===== src/design/psfp_pkg.sv =====
// psfp_pkg: types and constants for the particle sensor frame parser
// no dependencies; imported by the interfaces and every module of the block

package psfp_pkg;

    localparam logic [7:0] HDR_FIRST  = 8'h42;
    localparam logic [7:0] HDR_SECOND = 8'h4D;

    localparam int POS_W    = 6;
    localparam int READINGS = 12;
    localparam int IDX_W    = $clog2(READINGS);

    // frame byte positions
    localparam logic [POS_W-1:0] POS_HUNT        = 6'd0;
    localparam logic [POS_W-1:0] POS_HDR2        = 6'd1;
    localparam logic [POS_W-1:0] POS_FIRST_READ  = 6'd4;
    localparam logic [POS_W-1:0] POS_LAST_READ   = 6'd27;
    localparam logic [POS_W-1:0] POS_SUM_END     = 6'd30;
    localparam logic [POS_W-1:0] POS_LAST        = 6'd31;

    // reading slots in frame order
    localparam logic [IDX_W-1:0] IDX_PM1_STD  = 4'd0;
    localparam logic [IDX_W-1:0] IDX_PM25_STD = 4'd1;
    localparam logic [IDX_W-1:0] IDX_PM10_STD = 4'd2;
    localparam logic [IDX_W-1:0] IDX_PM1_ATM  = 4'd3;
    localparam logic [IDX_W-1:0] IDX_PM25_ATM = 4'd4;
    localparam logic [IDX_W-1:0] IDX_PM10_ATM = 4'd5;
    localparam logic [IDX_W-1:0] IDX_CNT_0P3  = 4'd6;
    localparam logic [IDX_W-1:0] IDX_CNT_0P5  = 4'd7;
    localparam logic [IDX_W-1:0] IDX_CNT_1P0  = 4'd8;
    localparam logic [IDX_W-1:0] IDX_CNT_2P5  = 4'd9;
    localparam logic [IDX_W-1:0] IDX_CNT_5P0  = 4'd10;
    localparam logic [IDX_W-1:0] IDX_CNT_10P0 = 4'd11;

    typedef logic [7:0]  byte_t;
    typedef logic [15:0] word_t;

    typedef struct packed {
        word_t pm1_standard;
        word_t pm25_standard;
        word_t pm10_standard;
        word_t pm1_atmospheric;
        word_t pm25_atmospheric;
        word_t pm10_atmospheric;
        word_t count_over_0p3;
        word_t count_over_0p5;
        word_t count_over_1p0;
        word_t count_over_2p5;
        word_t count_over_5p0;
        word_t count_over_10p0;
    } readings_t;

    // frame parser to output stage
    typedef struct packed {
        logic      done;
        readings_t readings;
    } frame_result_t;

endpackage


===== src/design/psfp_byte_if.sv =====
// psfp_byte_if, psfp_result_if: valid/ready channels of the frame parser
// depends on psfp_pkg

interface psfp_byte_if;
    import psfp_pkg::*;

    logic  valid;
    logic  ready;
    byte_t rx_byte;

    modport source (output valid, output rx_byte, input ready);
    modport sink   (input valid, input rx_byte, output ready);
endinterface

interface psfp_result_if;
    import psfp_pkg::*;

    logic      valid;
    logic      ready;
    readings_t readings;

    modport source (output valid, output readings, input ready);
    modport sink   (input valid, input readings, output ready);
endinterface


===== src/design/psfp_frame_ctrl.sv =====
// psfp_frame_ctrl: header hunt, byte position, running sum and reading store
// depends on psfp_pkg

module psfp_frame_ctrl (
    input  logic                    clk,
    input  logic                    rst_n,
    input  logic                    accept,
    input  psfp_pkg::byte_t         rx_byte,
    output psfp_pkg::frame_result_t result
);
    import psfp_pkg::*;

    logic [POS_W-1:0] pos_reg, pos_next;
    word_t            sum_reg, sum_next;
    byte_t            hold_reg, hold_next;
    byte_t            exp_hi_reg, exp_hi_next;
    word_t            store_reg [READINGS];
    logic             store_we;
    logic [IDX_W-1:0] store_idx;
    logic             done;

    // odd position 5..27 maps to slot (pos - 4) / 2
    assign store_idx = IDX_W'(pos_reg[4:1] - 4'd2);

    always_comb
    begin
        pos_next    = pos_reg;
        sum_next    = sum_reg;
        hold_next   = hold_reg;
        exp_hi_next = exp_hi_reg;
        store_we    = 1'b0;
        done        = 1'b0;
        if (accept)
        begin
            if (pos_reg == POS_HUNT)
            begin
                if (rx_byte == HDR_FIRST)
                begin
                    sum_next = word_t'(rx_byte);
                    pos_next = POS_HDR2;
                end
            end
            else if (pos_reg == POS_HDR2)
            begin
                if (rx_byte == HDR_SECOND)
                begin
                    sum_next = sum_reg + word_t'(rx_byte);
                    pos_next = pos_reg + 1'b1;
                end
                else if (rx_byte == HDR_FIRST)
                begin
                    // 0x42 0x42: restart on the second one
                    sum_next = word_t'(rx_byte);
                    pos_next = POS_HDR2;
                end
                else
                begin
                    pos_next = POS_HUNT;
                end
            end
            else if (pos_reg < POS_SUM_END)
            begin
                sum_next = sum_reg + word_t'(rx_byte);
                if (pos_reg >= POS_FIRST_READ && pos_reg <= POS_LAST_READ)
                begin
                    if (!pos_reg[0])
                        hold_next = rx_byte;
                    else
                        store_we = 1'b1;
                end
                pos_next = pos_reg + 1'b1;
            end
            else if (pos_reg == POS_SUM_END)
            begin
                exp_hi_next = rx_byte;
                pos_next    = pos_reg + 1'b1;
            end
            else
            begin
                pos_next = POS_HUNT;
                done     = (pos_reg == POS_LAST) && ({exp_hi_reg, rx_byte} == sum_reg);
            end
        end
    end

    always_ff @(posedge clk or negedge rst_n)
    begin
        if (!rst_n)
        begin
            pos_reg    <= POS_HUNT;
            sum_reg    <= '0;
            hold_reg   <= '0;
            exp_hi_reg <= '0;
        end
        else
        begin
            pos_reg    <= pos_next;
            sum_reg    <= sum_next;
            hold_reg   <= hold_next;
            exp_hi_reg <= exp_hi_next;
        end
    end

    always_ff @(posedge clk)
    begin
        if (store_we)
            store_reg[store_idx] <= {hold_reg, rx_byte};
    end

    always_comb
    begin
        result.done                      = done;
        result.readings.pm1_standard     = store_reg[IDX_PM1_STD];
        result.readings.pm25_standard    = store_reg[IDX_PM25_STD];
        result.readings.pm10_standard    = store_reg[IDX_PM10_STD];
        result.readings.pm1_atmospheric  = store_reg[IDX_PM1_ATM];
        result.readings.pm25_atmospheric = store_reg[IDX_PM25_ATM];
        result.readings.pm10_atmospheric = store_reg[IDX_PM10_ATM];
        result.readings.count_over_0p3   = store_reg[IDX_CNT_0P3];
        result.readings.count_over_0p5   = store_reg[IDX_CNT_0P5];
        result.readings.count_over_1p0   = store_reg[IDX_CNT_1P0];
        result.readings.count_over_2p5   = store_reg[IDX_CNT_2P5];
        result.readings.count_over_5p0   = store_reg[IDX_CNT_5P0];
        result.readings.count_over_10p0  = store_reg[IDX_CNT_10P0];
    end

endmodule


===== src/design/psfp_out_stage.sv =====
// psfp_out_stage: result register with valid/ready toward the consumer
// depends on psfp_pkg and psfp_result_if

module psfp_out_stage (
    input  logic                    clk,
    input  logic                    rst_n,
    input  psfp_pkg::frame_result_t frame,
    output logic                    room,
    psfp_result_if.source           result
);
    import psfp_pkg::*;

    logic      valid_reg, valid_next;
    readings_t data_reg;

    // a new result may land when the stage is empty or drains this cycle
    assign room = !valid_reg || result.ready;

    always_comb
    begin
        valid_next = valid_reg;
        if (result.ready)
            valid_next = 1'b0;
        if (frame.done)
            valid_next = 1'b1;
    end

    always_ff @(posedge clk or negedge rst_n)
    begin
        if (!rst_n)
            valid_reg <= 1'b0;
        else
            valid_reg <= valid_next;
    end

    always_ff @(posedge clk)
    begin
        if (frame.done)
            data_reg <= frame.readings;
    end

    assign result.valid    = valid_reg;
    assign result.readings = data_reg;

endmodule


===== src/design/particle_sensor_frame_parser.sv =====
// particle_sensor_frame_parser: top level of the 32-byte particle sensor frame parser
// depends on psfp_pkg, psfp_byte_if/psfp_result_if, psfp_frame_ctrl, psfp_out_stage
//
//   channel  | dir | payload                      | item
//   rx       | in  | rx_byte (8 bits)             | one received serial byte
//   result   | out | readings (12 x 16-bit words) | one frame with a good checksum
//
// one byte is taken every cycle while rx.ready is high; the frame ends on its
// 32nd byte and the result shows on the output in the cycle after that byte is accepted
// rx.ready drops only while a finished result waits and result.ready is low
// reset leaves the parser hunting for the header with the output empty

module particle_sensor_frame_parser (
    input  logic          clk,
    input  logic          rst_n,
    psfp_byte_if.sink     rx,
    psfp_result_if.source result
);
    import psfp_pkg::*;

    frame_result_t frame;
    logic          room;
    logic          accept;

    assign rx.ready = room;
    assign accept   = rx.valid && room;

    psfp_frame_ctrl u_frame_ctrl (
        .clk     (clk),
        .rst_n   (rst_n),
        .accept  (accept),
        .rx_byte (rx.rx_byte),
        .result  (frame)
    );

    psfp_out_stage u_out_stage (
        .clk    (clk),
        .rst_n  (rst_n),
        .frame  (frame),
        .room   (room),
        .result (result)
    );

endmodule

===== src/flat_wrapper.sv =====
// flat-port wrapper written by rule: the top's interface ports become plain ports
module particle_sensor_frame_parser_flat import psfp_pkg::*;
  (clk, rst_n, rx_valid, rx_rx_byte, rx_ready, result_valid, result_readings, result_ready);
  psfp_byte_if rx_i ();
  psfp_result_if result_i ();
  input  logic clk;
  input  logic rst_n;
  input wire logic [$bits(rx_i.valid)-1:0] rx_valid;
  input wire logic [$bits(rx_i.rx_byte)-1:0] rx_rx_byte;
  output wire logic [$bits(rx_i.ready)-1:0] rx_ready;
  output wire logic [$bits(result_i.valid)-1:0] result_valid;
  output wire logic [$bits(result_i.readings)-1:0] result_readings;
  input wire logic [$bits(result_i.ready)-1:0] result_ready;
  assign rx_i.valid = rx_valid;
  assign rx_i.rx_byte = rx_rx_byte;
  assign rx_ready = rx_i.ready;
  assign result_valid = result_i.valid;
  assign result_readings = result_i.readings;
  assign result_i.ready = result_ready;
  particle_sensor_frame_parser u_core (.clk(clk), .rst_n(rst_n), .rx(rx_i), .result(result_i));
endmodule

===== config.mk =====
export PLATFORM = sky130hd
export DESIGN_NAME = particle_sensor_frame_parser_flat
export DESIGN_NICKNAME = d
export VERILOG_FILES = /design/src/design/psfp_pkg.sv /design/src/design/psfp_byte_if.sv /design/src/design/psfp_frame_ctrl.sv /design/src/design/psfp_out_stage.sv /design/src/design/particle_sensor_frame_parser.sv /design/src/flat_wrapper.sv
export SDC_FILE = /design/constraint.sdc
export NUM_CORES = 1
export LEC_CHECK = 0
export ABC_AREA = 0
export CORE_UTILIZATION = 40
export DETAILED_ROUTE_END_ITERATION = 8
export DONT_BUFFER_PORTS = 1
export GPL_ROUTABILITY_DRIVEN = 1
export PLACE_DENSITY = 0.65
export SLEW_MARGIN = 20
export SYNTH_ARGS = -nofsm -noshare
export SYNTH_HDL_FRONTEND = slang
export SYNTH_SLANG_ARGS = --single-unit
export TNS_END_PERCENT = 5

===== constraint.sdc =====
create_clock -name clk -period 19.8 [get_ports clk]
set_clock_uncertainty 0.15 [all_clocks]
set_input_delay 0.99 -clock clk [delete_from_list [all_inputs] [get_ports clk]]
set_output_delay 0.99 -clock clk [all_outputs]
set_load 0.01 [all_outputs]

==> out/summary.md <==
* finished, final reports clean — outcome
* 19.86 ns — required time reported for the critical path endpoint
* 0.03140 — fraction of the mapped netlist area in compound gates
* 206 — number of top-level pins
* 5 — first drt pass iteration count
* 423 — register bit total from synthesis
* 128.7 nW/µm² — power density normalized to cell area
* register — type of destination of the critical path
* 189.5 µm — Die H
* 0 — max cap viols
* 0.1564 ns — worst hold-check slack
* 5962 — DR vias
* 1 — CTS Hold Buffers Added
* 0.2034 — final critical-path share of the clock period
* register — startpoint class of the critical path
* 0.1488 — share of final-layout standard cells stronger than drive strength 1
* 0 — Residual DRC
* 0.8300 — final estimated routing congestion in global placement
* 0.09515 — headroom to the max-slew limit
* 0 ns — setup TNS
* 14690 µm² — placed instance area
* 0.4649 — final core utilization
* 1181 — Finished Layout Cells
* 0.06 ns — clock transition at the register clock pins on the worst setup and hold paths after CTS
* 14060 µm² — post-synthesis instance area
* 17640 µm — detailed-placement wirelength estimate
* 4.027 ns — clock period minus worst slack
* 0.4072 — effective utilization at floorplan
* 722 — Layout Nets
* sky130_fd_sc_hd__edfxtp_1, sky130_fd_sc_hd__clkbuf_16, sky130_fd_sc_hd__dfrtp_1, sky130_fd_sc_hd__nand2_1, sky130_fd_sc_hd__o21ai_0 — most used cells in the layout excluding fill and tap cells
* 14.17% — post-synthesis to final-layout area growth
* 684 — syn_nets
* 13 — maximum fanout encountered on the critical timing path
* 1.357 ns — measured slew at the worst slew-check pin
* 24.22 µm — mean routed wirelength per cell
* 423 — clk sinks
* 0.01566 — Post-Synth Adder-Cell Area
* 0.03372 — post-synthesis share of cell area spent on and, or, nand and nor gates
* sky130_fd_sc_hd__clkbuf_16 — clock root buffer
* no — RSZ-0062 raised after global routing
* 0 — total of warnings raised by yosys
* 193 — largest net degree at the start of global routing
* 2 — H-tree levels
* 5.048 — via density per instance
* 41160 µm — global-route wire length before repair
* u_core.u_frame_ctrl.pos_reg[2] — startpoint of the most critical setup path
* 523 — number of DRC markers in iteration 0
* 34540 µm² — core area
* u_core.u_frame_ctrl.pos_reg[2] — startpoint of the worst-slack reg-to-reg timing path
* 384 — number of synthesized flops with an enable pin
* 0.09220 — fraction of synthesis flops using an asynchronous set or reset pin
* 0.1594 — all-layer global routing usage
* 16060 µm² — post-layout instance area
* 0.008718 — share of the synthesized netlist area taken by xor and xnor gates
* 35920 µm² — total die area
* 0 — Port Buf Inserts
* 0 — Inserted Diodes
* 15.77 ns — worst setup slack for register-to-register paths
* 0.01423 — multiplexer fraction of the synthesized cell area
* 0.8892 — portion of the post-synthesis area used by sequential elements
* 0 — quantity of gates resized following cts
* 189.5 µm — Die Wd
* 655 — number of cells produced by synthesis
* 68 — site row count
* 0 — number of antenna violations at the first check in global routing
* 4.09 ns — Worst EP arrival
* 0 — number of setup buffers added after CTS
* 48 — distinct cell type count after synthesis
* 0 — final number of setup-violating endpoints
* yes — TritonCTS clock tree
* 0.53 ns — clock latency on the worst-skew pair
* 1104 — post-placement cell count
* sky130_fd_sc_hd__edfxtp_1 — leading cell type in the layout, fill and taps excluded
* 5965 — via count of the first global-routing pass
* in -> async — HP Class
* sky130_fd_sc_hd__edfxtp_1 — most instantiated flip-flop cell in the synthesis netlist
* 5.257 nW — P_leak
* reg -> reg — critical path start-end classification
* 3 — largest buffer count on any clock path
* 65.47 µV — peak supply drop
* 0 — Remaining Overflow, GRT
* 248.3 MHz — Max Clock Freq
* 0 — number of max-slew violations in the final report
* 41 — number of buffers created by CTS
* 28600 µm — Routed Wire Length
* simple AND/OR/NAND/NOR gates — largest family of logic cells by synthesized area
* 0 — count of final hold-check violations
* 21.47 µm² — post-synthesis average cell area
* 0 — antenna-violating nets left
[report_power, final]
group	switching (mW)	internal, mW	leakage [nW]
Combinational	0.121	0.0842	0.682
Sequential	0.0664	1.04	3.93
Clock	0.317	0.443	0.644
[cells in the mapped netlist, drive strengths merged, types with 2 or more instances]
master	count	area (µm²)
a211oi	4	30.03
a21o	5	37.54
a21oi	14	70.07
a22o	6	56.31
a31oi	4	25.02
and2	2	12.51
and3	2	12.51
and4	2	17.52
buf	3	20.01
clkbuf	10	37.54
dfrtp	39	975.9
edfxtp	384	11530
ha	16	200.2
inv	11	41.29
mux2	16	180.2
mux2i	2	20.02
nand2	25	93.84
nand2b	4	25.02
nand3	9	45.04
nand4	5	31.28
nand4b	2	17.52
nor2	21	78.83
nor3	10	55.05
nor4	4	25.02
o211ai	5	37.54
o21ai	17	85.08
o31ai	2	15.01
o41ai	2	17.52
or3	2	12.51
or4	2	18.77
xnor2	6	52.55
xor2	8	70.07
[layout make-up]
type,instances,area (µm²)
clock buffer,52,1120
clock inverter,24,209.0
fill,2891,18490
inverter,11,41.29
multi-input combinational,208,1526
sequential,423,12510
tap,455,569.3
timing repair buffer,8,85.08
[critical path: stages (launching register included)]
cell and delay (ns):
sky130_fd_sc_hd__dfrtp_1 0.53, sky130_fd_sc_hd__ha_1 0.32, sky130_fd_sc_hd__nand3_1 0.19, sky130_fd_sc_hd__nand4_1 0.53
sky130_fd_sc_hd__a211oi_1 0.57, sky130_fd_sc_hd__nand4b_1 0.39, sky130_fd_sc_hd__nor3_2 0.67, sky130_fd_sc_hd__buf_4 0.34
[final timing paths]
kind                       depth (start not counted)                                    end
min reg2reg                                        0                   result_readings[115]
min                                                1      u_core.u_frame_ctrl.exp_hi_reg[2]
max reg2reg                                        7  u_core.u_frame_ctrl.store_reg[10][15]
min in group clk                                   0                   result_readings[115]
max                                                7  u_core.u_frame_ctrl.store_reg[10][15]
max in group asynchronous                          1         u_core.u_frame_ctrl.sum_reg[7]
[per-stage QoR]
step / total power, mW / setup slack (ns)
floorplan: 1.252 / 3.876
global placement: 1.311 / 15.66
detailed placement: 1.319 / 15.58
CTS: 2.082 / 15.80
global route: 2.151 / 15.45
finish: 2.067 / 15.77
[per-layer routing]
| metal | track usage | routed length, µm | vias to the layer above | share of wire |
|---|---|---|---|---|
| li1 | - | - | 2642 | - |
| met1 | 0.2032 | 11570 | 3071 | 0.40 |
| met2 | 0.2642 | 14370 | 215 | 0.50 |
| met3 | 0.04486 | 2093 | 34 | 0.073 |
| met4 | 0.04901 | 564 | 0 | 0.020 |
| met5 | 0 | 0 | - | 0 |
[cell families after synthesis]
family / Yosys count
flops: 423
simple gates: 93
compound gates: 66
buf+inv: 24
mux: 18
fa+ha+maj: 17
xor+xnor: 14
Note: power is estimated with default switching activity, not from simulation.
